## src/rtl/core/rpnsa_pkg.sv

```systemverilog
package rpnsa_pkg;

    // field widths
    localparam int DATA_W   = 32;
    localparam int FRAC_W   = 16;
    localparam int OP_W     = 3;
    localparam int STATUS_W = 2;

    // iterations of the shift-add / restoring loops
    localparam int STEPS = DATA_W;
    localparam int CNT_W = $clog2(STEPS);

    // adder width: 33-bit operands plus a sign bit for compares
    localparam int ADD_W = DATA_W + 2;

    // saturation bounds
    localparam logic [DATA_W-1:0] Q_MAX = {1'b0, {(DATA_W-1){1'b1}}};
    localparam logic [DATA_W-1:0] Q_MIN = {1'b1, {(DATA_W-1){1'b0}}};

    // operation codes
    localparam logic [OP_W-1:0] OP_PUSH = 3'd0;
    localparam logic [OP_W-1:0] OP_ADD  = 3'd1;
    localparam logic [OP_W-1:0] OP_SUB  = 3'd2;
    localparam logic [OP_W-1:0] OP_MUL  = 3'd3;
    localparam logic [OP_W-1:0] OP_DIV  = 3'd4;

    // status codes
    localparam logic [STATUS_W-1:0] ST_OK       = 2'd0;
    localparam logic [STATUS_W-1:0] ST_DIV_ZERO = 2'd1;
    localparam logic [STATUS_W-1:0] ST_INVALID  = 2'd2;
    localparam logic [STATUS_W-1:0] ST_SAT      = 2'd3;

    // operations of the arithmetic unit
    typedef enum logic [1:0] {
        ALU_ADD = 2'd0,
        ALU_SUB = 2'd1,
        ALU_MUL = 2'd2,
        ALU_DIV = 2'd3
    } alu_op_t;

    // core to unit
    typedef struct packed {
        logic    start;
        alu_op_t op;
    } alu_req_t;

    // unit to core
    typedef struct packed {
        logic done;
        logic sat;
    } alu_resp_t;

endpackage

```

## src/rtl/core/rpnsa_ifs.sv

```systemverilog
interface rpnsa_in_if;
    logic                                valid;
    logic                                ready;
    logic [rpnsa_pkg::OP_W-1:0]          op;
    logic signed [rpnsa_pkg::DATA_W-1:0] push_value;

    modport source (output valid, output op, output push_value, input ready);
    modport sink   (input valid, input op, input push_value, output ready);
endinterface

interface rpnsa_out_if;
    logic                                valid;
    logic                                ready;
    logic signed [rpnsa_pkg::DATA_W-1:0] x_reg;
    logic signed [rpnsa_pkg::DATA_W-1:0] y_reg;
    logic signed [rpnsa_pkg::DATA_W-1:0] z_reg;
    logic signed [rpnsa_pkg::DATA_W-1:0] t_reg;
    logic [rpnsa_pkg::STATUS_W-1:0]      status;

    modport source (output valid, output x_reg, output y_reg, output z_reg,
                    output t_reg, output status, input ready);
    modport sink   (input valid, input x_reg, input y_reg, input z_reg,
                    input t_reg, input status, output ready);
endinterface

```

## src/rtl/core/rpnsa_alu.sv

```systemverilog
module rpnsa_alu (
    input  logic                         clk,
    input  logic                         rst_n,
    input  rpnsa_pkg::alu_req_t          req,
    input  logic [rpnsa_pkg::DATA_W-1:0] y,
    input  logic [rpnsa_pkg::DATA_W-1:0] x,
    output rpnsa_pkg::alu_resp_t         resp,
    output logic [rpnsa_pkg::DATA_W-1:0] result
);
    import rpnsa_pkg::*;

    typedef enum logic [5:0] {
        A_IDLE   = 6'b000001,
        A_ADDSUB = 6'b000010,
        A_MUL    = 6'b000100,
        A_DPRE   = 6'b001000,
        A_DIV    = 6'b010000,
        A_FIN    = 6'b100000
    } astate_t;

    astate_t               state_reg, state_next;
    alu_op_t               op_reg, op_next;
    logic                  neg_reg, neg_next;
    logic                  ovf_reg, ovf_next;
    logic [CNT_W-1:0]      cnt_reg, cnt_next;
    logic [DATA_W-1:0]     a_reg, a_next;
    logic [2*DATA_W-1:0]   p_reg, p_next;
    logic [DATA_W-1:0]     res_reg, res_next;
    logic                  sat_reg, sat_next;
    logic                  done_reg, done_next;

    logic [ADD_W-1:0]      opa, opb, sum;
    logic                  inv;
    logic [DATA_W-1:0]     y_mag, x_mag;
    logic                  qbit;
    logic [2*DATA_W:0]     prod_s;
    logic [2*DATA_W-FRAC_W:0] prod_sh;
    logic [DATA_W:0]       quo_s;

    function automatic logic [DATA_W-1:0] mag(input logic [DATA_W-1:0] v);
        mag = v[DATA_W-1] ? (~v + DATA_W'(1)) : v;
    endfunction

    assign y_mag = mag(y);
    assign x_mag = mag(x);

    // operand select for the shared adder
    always_comb
    begin
        opa = '0;
        opb = '0;
        inv = 1'b0;
        case (state_reg)
            A_ADDSUB:
            begin
                opa = {{2{p_reg[2*DATA_W-1]}}, p_reg[2*DATA_W-1:DATA_W]};
                opb = {{2{p_reg[DATA_W-1]}}, p_reg[DATA_W-1:0]};
                inv = (op_reg == ALU_SUB);
            end
            A_MUL:
            begin
                opa = {2'b00, p_reg[2*DATA_W-1:DATA_W]};
                opb = p_reg[0] ? {2'b00, a_reg} : '0;
            end
            A_DPRE:
            begin
                opa = {2'b00, p_reg[2*DATA_W-1:DATA_W]};
                opb = {2'b00, a_reg};
                inv = 1'b1;
            end
            A_DIV:
            begin
                opa = {1'b0, p_reg[2*DATA_W-1:DATA_W], p_reg[DATA_W-1]};
                opb = {2'b00, a_reg};
                inv = 1'b1;
            end
            default:
            begin
                opa = '0;
            end
        endcase
    end

    // shared adder / subtractor
    assign sum = opa + (opb ^ {ADD_W{inv}}) + {{(ADD_W-1){1'b0}}, inv};

    // quotient bit of the restoring step
    assign qbit = ~sum[ADD_W-1];

    // final sign fix of product and quotient
    assign prod_s  = neg_reg ? (~{1'b0, p_reg} + (2*DATA_W+1)'(1)) : {1'b0, p_reg};
    assign prod_sh = prod_s[2*DATA_W:FRAC_W];
    assign quo_s   = neg_reg ? (~{1'b0, p_reg[DATA_W-1:0]} + (DATA_W+1)'(1))
                             : {1'b0, p_reg[DATA_W-1:0]};

    // sequencer
    always_comb
    begin
        state_next = state_reg;
        op_next    = op_reg;
        neg_next   = neg_reg;
        ovf_next   = ovf_reg;
        cnt_next   = cnt_reg;
        a_next     = a_reg;
        p_next     = p_reg;
        res_next   = res_reg;
        sat_next   = sat_reg;
        done_next  = 1'b0;
        case (state_reg)
            A_IDLE:
            begin
                if (req.start)
                begin
                    op_next  = req.op;
                    neg_next = y[DATA_W-1] ^ x[DATA_W-1];
                    ovf_next = 1'b0;
                    cnt_next = '0;
                    case (req.op)
                        ALU_MUL:
                        begin
                            a_next     = y_mag;
                            p_next     = {{DATA_W{1'b0}}, x_mag};
                            state_next = A_MUL;
                        end
                        ALU_DIV:
                        begin
                            a_next     = x_mag;
                            p_next     = {{FRAC_W{1'b0}}, y_mag, {FRAC_W{1'b0}}};
                            state_next = A_DPRE;
                        end
                        default:
                        begin
                            p_next     = {y, x};
                            state_next = A_ADDSUB;
                        end
                    endcase
                end
            end
            A_ADDSUB:
            begin
                if (sum[DATA_W] != sum[DATA_W-1])
                begin
                    res_next = sum[DATA_W] ? Q_MIN : Q_MAX;
                    sat_next = 1'b1;
                end
                else
                begin
                    res_next = sum[DATA_W-1:0];
                    sat_next = 1'b0;
                end
                done_next  = 1'b1;
                state_next = A_IDLE;
            end
            A_MUL:
            begin
                p_next   = {sum[DATA_W:0], p_reg[DATA_W-1:1]};
                cnt_next = cnt_reg + CNT_W'(1);
                if (cnt_reg == CNT_W'(STEPS-1))
                    state_next = A_FIN;
            end
            A_DPRE:
            begin
                // upper dividend bits already reach the divisor: quotient >= 2^32
                if (qbit)
                begin
                    ovf_next   = 1'b1;
                    state_next = A_FIN;
                end
                else
                begin
                    state_next = A_DIV;
                end
            end
            A_DIV:
            begin
                if (qbit)
                    p_next = {sum[DATA_W-1:0], p_reg[DATA_W-2:0], 1'b1};
                else
                    p_next = {p_reg[2*DATA_W-2:DATA_W], p_reg[DATA_W-1],
                              p_reg[DATA_W-2:0], 1'b0};
                cnt_next = cnt_reg + CNT_W'(1);
                if (cnt_reg == CNT_W'(STEPS-1))
                    state_next = A_FIN;
            end
            A_FIN:
            begin
                if (op_reg == ALU_MUL)
                begin
                    if (prod_sh[2*DATA_W-FRAC_W:DATA_W-1] == '0 ||
                        prod_sh[2*DATA_W-FRAC_W:DATA_W-1] == '1)
                    begin
                        res_next = prod_sh[DATA_W-1:0];
                        sat_next = 1'b0;
                    end
                    else
                    begin
                        res_next = prod_sh[2*DATA_W-FRAC_W] ? Q_MIN : Q_MAX;
                        sat_next = 1'b1;
                    end
                end
                else if (ovf_reg)
                begin
                    res_next = neg_reg ? Q_MIN : Q_MAX;
                    sat_next = 1'b1;
                end
                else if (!neg_reg && p_reg[DATA_W-1])
                begin
                    res_next = Q_MAX;
                    sat_next = 1'b1;
                end
                else if (neg_reg && p_reg[DATA_W-1] && (p_reg[DATA_W-2:0] != '0))
                begin
                    res_next = Q_MIN;
                    sat_next = 1'b1;
                end
                else
                begin
                    res_next = quo_s[DATA_W-1:0];
                    sat_next = 1'b0;
                end
                cnt_next   = '0;
                done_next  = 1'b1;
                state_next = A_IDLE;
            end
            default:
            begin
                state_next = A_IDLE;
            end
        endcase
    end

    // control registers
    always_ff @(posedge clk or negedge rst_n)
    begin
        if (!rst_n)
        begin
            state_reg <= A_IDLE;
            cnt_reg   <= '0;
            done_reg  <= 1'b0;
        end
        else
        begin
            state_reg <= state_next;
            cnt_reg   <= cnt_next;
            done_reg  <= done_next;
        end
    end

    // datapath registers
    always_ff @(posedge clk)
    begin
        op_reg  <= op_next;
        neg_reg <= neg_next;
        ovf_reg <= ovf_next;
        a_reg   <= a_next;
        p_reg   <= p_next;
        res_reg <= res_next;
        sat_reg <= sat_next;
    end

    assign resp.done = done_reg;
    assign resp.sat  = sat_reg;
    assign result    = res_reg;

`ifndef SYNTH
    // done is a single-cycle pulse
    a_done_pulse: assert property (@(posedge clk) disable iff (!rst_n)
        done_reg |=> !done_reg)
        else $error("alu done held longer than one cycle");

    // a start is only given to an idle unit
    a_start_idle: assert property (@(posedge clk) disable iff (!rst_n)
        req.start |-> state_reg == A_IDLE)
        else $error("alu started while busy");

    // the step counter only runs inside the loops
    a_cnt_loop: assert property (@(posedge clk) disable iff (!rst_n)
        cnt_reg != '0 |-> (state_reg == A_MUL || state_reg == A_DIV))
        else $error("alu step counter running outside a loop");
`endif

endmodule

```

## src/rtl/core/rpn_four_level_stack_alu_core.sv

```systemverilog
// channel | dir | transfer moves
// --------+-----+-------------------------------------------------
// in      | in  | op, push_value: one stack command
// out     | out | x_reg, y_reg, z_reg, t_reg, status after a command
//
// push, invalid op and divide by zero complete at the input transfer itself.
// add/subtract take one pass of the shared 34-bit adder in rpnsa_alu; multiply
// and divide run its 32-step shift-add and restoring-divide loops, and divide
// ends early when the quotient is found to saturate before the loop.
// in.ready is low while the unit runs and while a result waits untaken.
// rst_n clears the stack to zero and empties the output register.
module rpn_four_level_stack_alu_core (
    input  logic        clk,
    input  logic        rst_n,
    rpnsa_in_if.sink    in,
    rpnsa_out_if.source out
);
    import rpnsa_pkg::*;

    typedef enum logic [1:0] {
        S_IDLE = 2'b01,
        S_BUSY = 2'b10
    } state_t;

    state_t              state_reg, state_next;
    logic [DATA_W-1:0]   stk_x_reg, stk_x_next;
    logic [DATA_W-1:0]   stk_y_reg, stk_y_next;
    logic [DATA_W-1:0]   stk_z_reg, stk_z_next;
    logic [DATA_W-1:0]   stk_t_reg, stk_t_next;
    logic [STATUS_W-1:0] status_reg, status_next;
    logic                out_valid_reg, out_valid_next;

    logic                accept;
    logic                load;
    alu_req_t            req;
    alu_resp_t           resp;
    logic [DATA_W-1:0]   alu_result;

    rpnsa_alu u_alu (
        .clk    (clk),
        .rst_n  (rst_n),
        .req    (req),
        .y      (stk_y_reg),
        .x      (stk_x_reg),
        .resp   (resp),
        .result (alu_result)
    );

    // input handshake
    assign in.ready = (state_reg == S_IDLE) && (!out_valid_reg || out.ready);
    assign accept   = in.valid && in.ready;

    // stack control
    always_comb
    begin
        state_next  = state_reg;
        stk_x_next  = stk_x_reg;
        stk_y_next  = stk_y_reg;
        stk_z_next  = stk_z_reg;
        stk_t_next  = stk_t_reg;
        status_next = status_reg;
        load        = 1'b0;
        req.start   = 1'b0;
        req.op      = ALU_ADD;
        case (state_reg)
            S_IDLE:
            begin
                if (accept)
                begin
                    case (in.op)
                        OP_PUSH:
                        begin
                            stk_t_next  = stk_z_reg;
                            stk_z_next  = stk_y_reg;
                            stk_y_next  = stk_x_reg;
                            stk_x_next  = in.push_value;
                            status_next = ST_OK;
                            load        = 1'b1;
                        end
                        OP_ADD:
                        begin
                            req.start  = 1'b1;
                            req.op     = ALU_ADD;
                            state_next = S_BUSY;
                        end
                        OP_SUB:
                        begin
                            req.start  = 1'b1;
                            req.op     = ALU_SUB;
                            state_next = S_BUSY;
                        end
                        OP_MUL:
                        begin
                            req.start  = 1'b1;
                            req.op     = ALU_MUL;
                            state_next = S_BUSY;
                        end
                        OP_DIV:
                        begin
                            if (stk_x_reg == '0)
                            begin
                                status_next = ST_DIV_ZERO;
                                load        = 1'b1;
                            end
                            else
                            begin
                                req.start  = 1'b1;
                                req.op     = ALU_DIV;
                                state_next = S_BUSY;
                            end
                        end
                        default:
                        begin
                            status_next = ST_INVALID;
                            load        = 1'b1;
                        end
                    endcase
                end
            end
            S_BUSY:
            begin
                if (resp.done)
                begin
                    stk_x_next  = alu_result;
                    stk_y_next  = stk_z_reg;
                    stk_z_next  = stk_t_reg;
                    stk_t_next  = '0;
                    status_next = resp.sat ? ST_SAT : ST_OK;
                    load        = 1'b1;
                    state_next  = S_IDLE;
                end
            end
            default:
            begin
                state_next = S_IDLE;
            end
        endcase
    end

    // output valid: set on a finished command, cleared by a transfer
    always_comb
    begin
        if (load)
            out_valid_next = 1'b1;
        else if (out.ready)
            out_valid_next = 1'b0;
        else
            out_valid_next = out_valid_reg;
    end

    always_ff @(posedge clk or negedge rst_n)
    begin
        if (!rst_n)
        begin
            state_reg     <= S_IDLE;
            out_valid_reg <= 1'b0;
            stk_x_reg     <= '0;
            stk_y_reg     <= '0;
            stk_z_reg     <= '0;
            stk_t_reg     <= '0;
            status_reg    <= ST_OK;
        end
        else
        begin
            state_reg     <= state_next;
            out_valid_reg <= out_valid_next;
            stk_x_reg     <= stk_x_next;
            stk_y_reg     <= stk_y_next;
            stk_z_reg     <= stk_z_next;
            stk_t_reg     <= stk_t_next;
            status_reg    <= status_next;
        end
    end

    // the stack itself is the output register
    assign out.valid  = out_valid_reg;
    assign out.x_reg  = stk_x_reg;
    assign out.y_reg  = stk_y_reg;
    assign out.z_reg  = stk_z_reg;
    assign out.t_reg  = stk_t_reg;
    assign out.status = status_reg;

`ifndef SYNTH
    // no input transfer while the unit runs
    a_busy_stall: assert property (@(posedge clk) disable iff (!rst_n)
        state_reg == S_BUSY |-> !in.ready)
        else $error("input accepted while arithmetic unit busy");

    // the unit only answers a command that is in flight
    a_done_busy: assert property (@(posedge clk) disable iff (!rst_n)
        resp.done |-> state_reg == S_BUSY)
        else $error("arithmetic result without a pending command");

    // a push shows its result right after the transfer
    a_push_result: assert property (@(posedge clk) disable iff (!rst_n)
        (accept && in.op == OP_PUSH) |=> (out_valid_reg && status_reg == ST_OK))
        else $error("push result not presented");
`endif

endmodule

```

## src/flat_wrapper.sv

```systemverilog
// flat-port wrapper written by rule: the top's interface ports become plain ports
module rpn_four_level_stack_alu_core_flat import rpnsa_pkg::*;
  (clk, rst_n, in_valid, in_op, in_push_value, in_ready, out_valid, out_x_reg, out_y_reg, out_z_reg, out_t_reg, out_status, out_ready);
  rpnsa_in_if in_i ();
  rpnsa_out_if out_i ();
  input  logic clk;
  input  logic rst_n;
  input wire logic [$bits(in_i.valid)-1:0] in_valid;
  input wire logic [$bits(in_i.op)-1:0] in_op;
  input wire logic [$bits(in_i.push_value)-1:0] in_push_value;
  output wire logic [$bits(in_i.ready)-1:0] in_ready;
  output wire logic [$bits(out_i.valid)-1:0] out_valid;
  output wire logic [$bits(out_i.x_reg)-1:0] out_x_reg;
  output wire logic [$bits(out_i.y_reg)-1:0] out_y_reg;
  output wire logic [$bits(out_i.z_reg)-1:0] out_z_reg;
  output wire logic [$bits(out_i.t_reg)-1:0] out_t_reg;
  output wire logic [$bits(out_i.status)-1:0] out_status;
  input wire logic [$bits(out_i.ready)-1:0] out_ready;
  assign in_i.valid = in_valid;
  assign in_i.op = in_op;
  assign in_i.push_value = in_push_value;
  assign in_ready = in_i.ready;
  assign out_valid = out_i.valid;
  assign out_x_reg = out_i.x_reg;
  assign out_y_reg = out_i.y_reg;
  assign out_z_reg = out_i.z_reg;
  assign out_t_reg = out_i.t_reg;
  assign out_status = out_i.status;
  assign out_i.ready = out_ready;
  rpn_four_level_stack_alu_core u_core (.clk(clk), .rst_n(rst_n), .in(in_i), .out(out_i));
endmodule
```

## config.mk

```make
export PLATFORM = sky130hd
export DESIGN_NAME = rpn_four_level_stack_alu_core_flat
export DESIGN_NICKNAME = d
export VERILOG_FILES = /design/src/rtl/core/rpnsa_pkg.sv /design/src/rtl/core/rpnsa_ifs.sv /design/src/rtl/core/rpnsa_alu.sv /design/src/rtl/core/rpn_four_level_stack_alu_core.sv /design/src/flat_wrapper.sv
export SDC_FILE = /design/constraint.sdc
export NUM_CORES = 1
export LEC_CHECK = 0
export BUFFER_PORTS_ARGS = -buffer_cell sky130_fd_sc_hd__buf_2
export CAP_MARGIN = 20
export CORE_MARGIN = 3
export CORE_UTILIZATION = 56
export DETAILED_ROUTE_END_ITERATION = 7
export GPL_TIMING_DRIVEN = 0
export PLACE_DENSITY_LB_ADDON = 0.05
export SLEW_MARGIN = 10
export SYNTH_ARGS = -nofsm -noshare
export SYNTH_HDL_FRONTEND = slang
export SYNTH_SLANG_ARGS = --single-unit
```

## constraint.sdc

```tcl
create_clock -name clk -period 11.14 [get_ports clk]
set_input_delay 0.557 -clock clk [delete_from_list [all_inputs] [get_ports clk]]
set_output_delay 0.557 -clock clk [all_outputs]
set_load 0.01 [all_outputs]
```

# [Yosys cells after proc, flatten, opt, wreduce, memory -nomap -nowiden]
# Cells that the tools add are included.
# Widths: inputs -> output; s select.
[totals] ff_bits=278 latchBits=0 mem_bits_rw=0 romBits=0 in_bits=39 output_inout_bits=132 word_cells=172 mem_count=0
[classes] addsub=7 mul=0 div_mod_pow=0 order_cmp=0 eq_ne=29 shifts=0 mux=79 bitwise=6 n_reduce_logical=34
[ops] op="$mux 32" count=25
[ops] op="$pmux 32 s2" count=6
[ops] op="$pmux 34 s3" count=2
[ops] op="$pmux 64 s3" count=1
[ops] op="$mux 64" count=2
[ops] op="$pmux 64 s2" count=1
[ops] op="$add 32x1->32 const B" count=3
[ops] op="$not 32->32" count=3
[ops] op="$add 65x1->65 const B" count=1
[ops] op="$mux 65" count=1
[ops] op="$not 64->65" count=1
[ops] op="$add 34x1->34" count=1
[ops] op="$add 34x34->34" count=1
[ops] op="$xor 34x34->34" count=1
[ops] op="$logic_not 32->1" count=1
[ops] op="$reduce_bool 31->1" count=1
[ops] op="$eq 18x18->1 const B" count=1
[ops] op="$logic_not 18->1" count=1
[ops] op="$mux 6" count=3
[ops] op="$pmux 6 s3" count=1
[ops] op="$pmux 5 s3" count=1
[ops] op="$mux 1" count=14
[ops] op="$mux 2" count=7
[ops] op="$pmux 2 s2" count=3
[ops] op="36 further kinds" count=73

# [Depth between registers and ports, before layout]
[logic_depth] depth_word=10 ltp_mapped=22 mapped_depth_nobuf=18

# [By module]
# From an unflattened synthesis, not the netlist that was laid out.
[unflattened] cells_unflattened=2287 area_unflattened_um2=20294.5
[by_module_without_submodules] mod="rpnsa_alu" n_inst=1 cells_per_inst=1673 area_each_um2=14043.5 seq_area_each_um2=4295.4
[by_module_without_submodules] mod="rpn_four_level_stack_alu_core" n_inst=1 cells_per_inst=614 area_each_um2=6251.0 seq_area_each_um2=3329.4

# [Worst setup path before layout]
# No wires, ideal clock.
[synth_timing] kind="register -> register" from="register u_core.u_alu.state_reg[1]" to="register u_core.u_alu.res_reg[13], in the netlist u_core.u_alu.result[13], data pin" setup_ns=0.272 t_arrival_ns=5.299 required_time_ns=10.868 slack_ns=5.569 path_stages_with_launch=21 path_buffers=4 synth_period_minus_slack_ns=5.571 cell_sequence="dfrtp_1 -> clkbuf_1 -> nor3_1 -> nor3b_1 -> a21o_1 -> buf_2 -> clkbuf_1 -> xnor2_1 -> ha_1 -> a21oi_1 -> o21a_1 -> o21ai_0 -> a221oi_1 -> o32ai_1 -> nor2_1 -> o21bai_1 -> o311a_1 -> ha_1 -> a21o_1 -> dlygate4sd3_1 -> o32ai_1"
[synth_between] elab_chain_len=9 elab_cells_between_ends=17 classes_between="add/sub: 2; eq/ne: 6; mux: 6; bitwise: 1; reduce/logical: 2"
[synth_lines] element="from (decl)" line_no="rpnsa_alu.sv:21" text="astate_t state_reg, state_next;"
[synth_lines] element="from (signal assigned)" line_no="rpnsa_alu.sv:243" text="state_reg <= state_next;"
[synth_lines] element="$eq 6x5->1 or $eq 6x4->1 (tied branches)" line_no="rpnsa_alu.sv:53" text="case (state_reg)"
[synth_lines] element="$reduce_or 2->1 (no source line)"
[synth_lines] element="$pmux 34 s3 or $pmux 1 s2 (tied branches)" line_no="rpnsa_alu.sv:53"
[synth_lines] element="$xor 34x34->34" line_no="rpnsa_alu.sv:85" text="assign sum = opa + (opb ^ {ADD_W{inv}}) + {{(ADD_W-1){1'b0}}, inv};"
[synth_lines] element="$add 34x34->34" line_no="rpnsa_alu.sv:85"
[synth_lines] element="$add 34x1->34" line_no="rpnsa_alu.sv:85"
[synth_lines] element="$mux 32 or $ne 1x1->1 (tied branches)" line_no="rpnsa_alu.sv:143, rpnsa_alu.sv:141"
[synth_lines] element="$mux 32" line_no="rpnsa_alu.sv:141" text="if (sum[DATA_W] != sum[DATA_W-1])"
[synth_lines] element="$pmux 32 s2 *" line_no="rpnsa_alu.sv:109" text="case (state_reg)"
[synth_lines] element="named net u_core.u_alu.res_next[13]" line_no="rpnsa_alu.sv:28" text="logic [DATA_W-1:0] res_reg, res_next;"
[synth_lines] element="to (signal assigned)" line_no="rpnsa_alu.sv:257" text="res_reg <= res_next;"
[synth_lines] element="to (decl)" line_no="rpnsa_alu.sv:28"
# The timed path passes the listed nets; every way through them passes the cells marked *.
# A chain may end at the register's enable or synchronous reset.

# [Worst setup path in the final report]
[layout_timing] from="register u_core.u_alu.state_reg[1]" to="register u_core.u_alu.res_reg[11], in the netlist u_core.u_alu.result[11], data pin"
# Same word-level chain as after synthesis.

==> metrics.txt <==
gpl congestion=about 1.1; initial drt markers=3100; Yosys cell types=around 100; P per Cell Area=244 nW/um^2; number of iterations in the first detailed-routing pass=8; cts bufs inserted=29; FMAX=122 MHz; Setup-failing EPs final=0; core area=35100 um^2; Final Cell Area=22700 um^2; share of the synthesized area in the top cell type=19.7%; max reg flops=64; hold path start=in_push_value[18]; die area=38400 um^2; sequential area share after synthesis=between 30% and 40%; Critical Path AT=8.49 ns; die height=about 200 um; crit start category=register; r2r setup slk=2.93 ns; Worst Setup SP=u_core.u_alu.state_reg[1]; gr ovfl total=0; CTS Sinks=278; Row Count=68; routed via count=21121; Cell Area, Placed=21800 um^2; Final ANT Viol Nets=0; Via density=7.11; Seq cells post-synth=278; DRC Markers=0; GRT Overall Usage=a little under half; placed wire-length estimate=69.4 mm; Req. time, crit path=11.42 ns; Post-Synthesis Cells=2287; net count after synthesis=about 2400; H-tree Lvls=1; Worst Hold Class=in2reg; Max FO, Critical Path=10; first-pass GRT wire length=between 100 and 150 mm; Post-Syn Area=20200 um^2; Port Buf Inserts=170; worst reg-to-reg path cell count=20; number of global-route vias before repair=20423; Net count, final=2575; clock root buffer=clkbuf_16; die width=196 um; Clk Latency, worst-skew pair=approximately 0.59 ns; Post-synth EDFFs=roughly 130; RR Startpoint=u_core.u_alu.state_reg[1]; RR Endpoint=u_core.u_alu.result[11]; ranking of synthesized cells by area=edfxtp_1, dfrtp_1, o21ai_0, mux2i_1, nand2_1; P_leak=about 9 nW; largest net degree at the start of global routing=93; Final min period=approximately 8.2 ns; initial core utilization=57.7%; post-CTS setup buffer count=0; CTS tree=built; setup_tns=0 ns; Rel. slew slack=25.6%; Final Cycle Share=73.7%; initial antenna violation count=6; largest area contributor in the netlist=edfxtp_1; Max Clock Skew=0.0376 ns; peak supply drop=235 uV; # fillers=2820; status=completed; Ports=171; Layout area overhead=12.2%; fraction of layout cells with a size suffix above 1=12.6%; Worst Tran Pin Value=1.12 ns; Async SR Flop Fraction=52.2%; unrepaired setup endpoints after global routing=false; Hold Crit Endpoint=u_core.out.x_reg[18]; crit end category=register; Yosys Warn Count=0; mean post-synth cell area=8.84 um^2; clk slew on worst S/H paths=0.07 ns; ys flop type=dfrtp_1; DR WL/cell=30.8 um; CTS max path bufs=3; Hold Path Stages=3; Fin. Hold Viols=0; drt total wl=91.4 mm; WS Path Type=reg2reg; max-cap check violation count=0; Final Slew Violations=0
## per-stage QoR
stage               instances  util [%]  total power [mW]  setup slack (ns)  hold WS, ns
floorplan                2287         -              3.27              5.57        0.261
global placement         2912      61.8              4.29              2.93        0.471
detailed placement       2916      62.1              4.39              3.37        0.495
CTS                      2970      64.7              5.37              3.31        0.276
global route             2970      64.7              5.72              2.78        0.296
finish                   2971      64.7              5.55              2.93        0.276
## cells in the final DEF, fill, tap and decap left out, types with 8 or more instances in the layout
cell and n:
nor4_1 15, nor2b_1 9, o21ai_0 260, a31oi_1 12, a22o_1 20, edfxtp_1 133
clkinv_2 9, inv_1 32, mux2i_1 119, o221ai_1 13, nor2_1 126, o32ai_1 26
nand2b_1 47, clkbuf_1 151, nand4_1 11, a21oi_1 120, or4_1 18, o21a_1 9
a22oi_1 82, o41ai_1 19, xnor2_1 116, xor2_1 65, o211ai_1 11, nand2_1 281
buf_2 190, or3_1 22, nor3_1 51, or2_2 13, dfrtp_1 143, a21o_1 34
o22ai_1 15, nand3_1 26, clkbuf_16 30, o31ai_1 40, ha_1 42, a221o_1 8
and3_1 17
## cells in the mapped netlist, types with 6 or more instances
cell type and count:
buf_2 21, inv_1 32, o21ai_0 260, nand4_1 11, o221ai_1 13, nand3_1 26, clkbuf_1 145, nor2b_1 9
a22oi_1 82, o32ai_1 26, o21a_1 9, a221o_1 8, nor2_1 126, nand2b_1 47, nor3b_1 6, a22o_1 20
a31oi_1 12, a222oi_1 7, edfxtp_1 133, xor2_1 65, mux2i_1 119, buf_1 6, or3_1 22, xnor2_1 116
o31ai_1 40, a21o_1 34, ha_1 42, dfrtp_1 143, o41ai_1 19, a211oi_1 7, or4_1 18, nor3_1 51
nor4_1 15, or2_2 13, o211ai_1 11, o22ai_1 15, o21ai_1 7, nand2_1 283, or4_4 7, and3_1 17
a21oi_1 121
## worst max path at each step
| stage | endpoint | cells after the start |
|---|---|---|
| floorplan | u_core.u_alu.result[13] | 20 |
| global placement | u_core.u_alu.result[11] | 20 |
| detailed placement | u_core.u_alu.result[11] | 20 |
| CTS | u_core.u_alu.result[11] | 20 |
| global route | u_core.u_alu.result[11] | 20 |
| finish | u_core.u_alu.result[11] | 20 |
## power by group
| group | leakage, nW | switching (mW) | internal, mW |
|---|---|---|---|
| Combinational | 5.43 | 1.85 | 0.872 |
| Sequential | 3.08 | 0.436 | 1.44 |
| Clock | 0.458 | 0.431 | 0.520 |
## layout make-up
type | count | area (um^2) | area share (%)
clock buffer | 40 | 828 | 3.65
inverter | 34 | 128 | 0.562
timing repair buffer | 175 | 962 | 4.24
clock inverter | 13 | 75.1 | 0.331
antenna | 1 | 2.50 | 0.0110
sequential | 278 | 7620 | 33.6
tap | 455 | 569 | 2.51
multi-input combinational | 1781 | 11600 | 51.2
buffer | 194 | 881 | 3.88
## cells by family (layout without fill, tap and decap cells)
logic type	count (synthesis)	in the layout	synth area share [%]
buffers and inverters	228	456	4.99
adders and majority gates	43	43	2.70
and+or+nand+nor	695	695	17.0
xor gates and xnor gates	181	181	7.84
other	0	1	0
muxes	122	122	6.06
DFF	278	278	37.7
AOI/OAI and AO/OA	740	740	23.8
## metal layers
layer  GRT usage, %  wire, um  share of wire, %
met1           56.8     31700                35
met2           70.3     39100                43
met3           11.9     11700                13
met4           33.5      8690               9.5
met5              0        89             0.097
## critical path, cell delays in order, from the launching register on
cell           delay, ns
dfrtp_1             0.37
clkbuf_1            0.20
nor3_1              0.32
nor3b_2             0.76
a21o_1              0.13
buf_2               0.21
buf_1               0.72
xnor2_1             0.35
ha_1                0.50
and3_1              0.31
nand3_1             0.13
nor2_1              0.11
inv_1               0.04
o32ai_1             0.85
nor2_1              0.29
o21bai_1            0.33
o311a_1             0.31
ha_1                0.35
a21o_1              0.30
dlygate4sd3_1       0.76
o22ai_1             0.55
## repair_timing
item / 4_1_cts / 5_1_grt
gates resized for setup: 0 / 0
endpoints found under the setup margin: 0 / 0
hold buffers: 1 / 0
hold endpoints to repair: 53 / 0
Note: power is estimated with default switching activity, not from simulation.
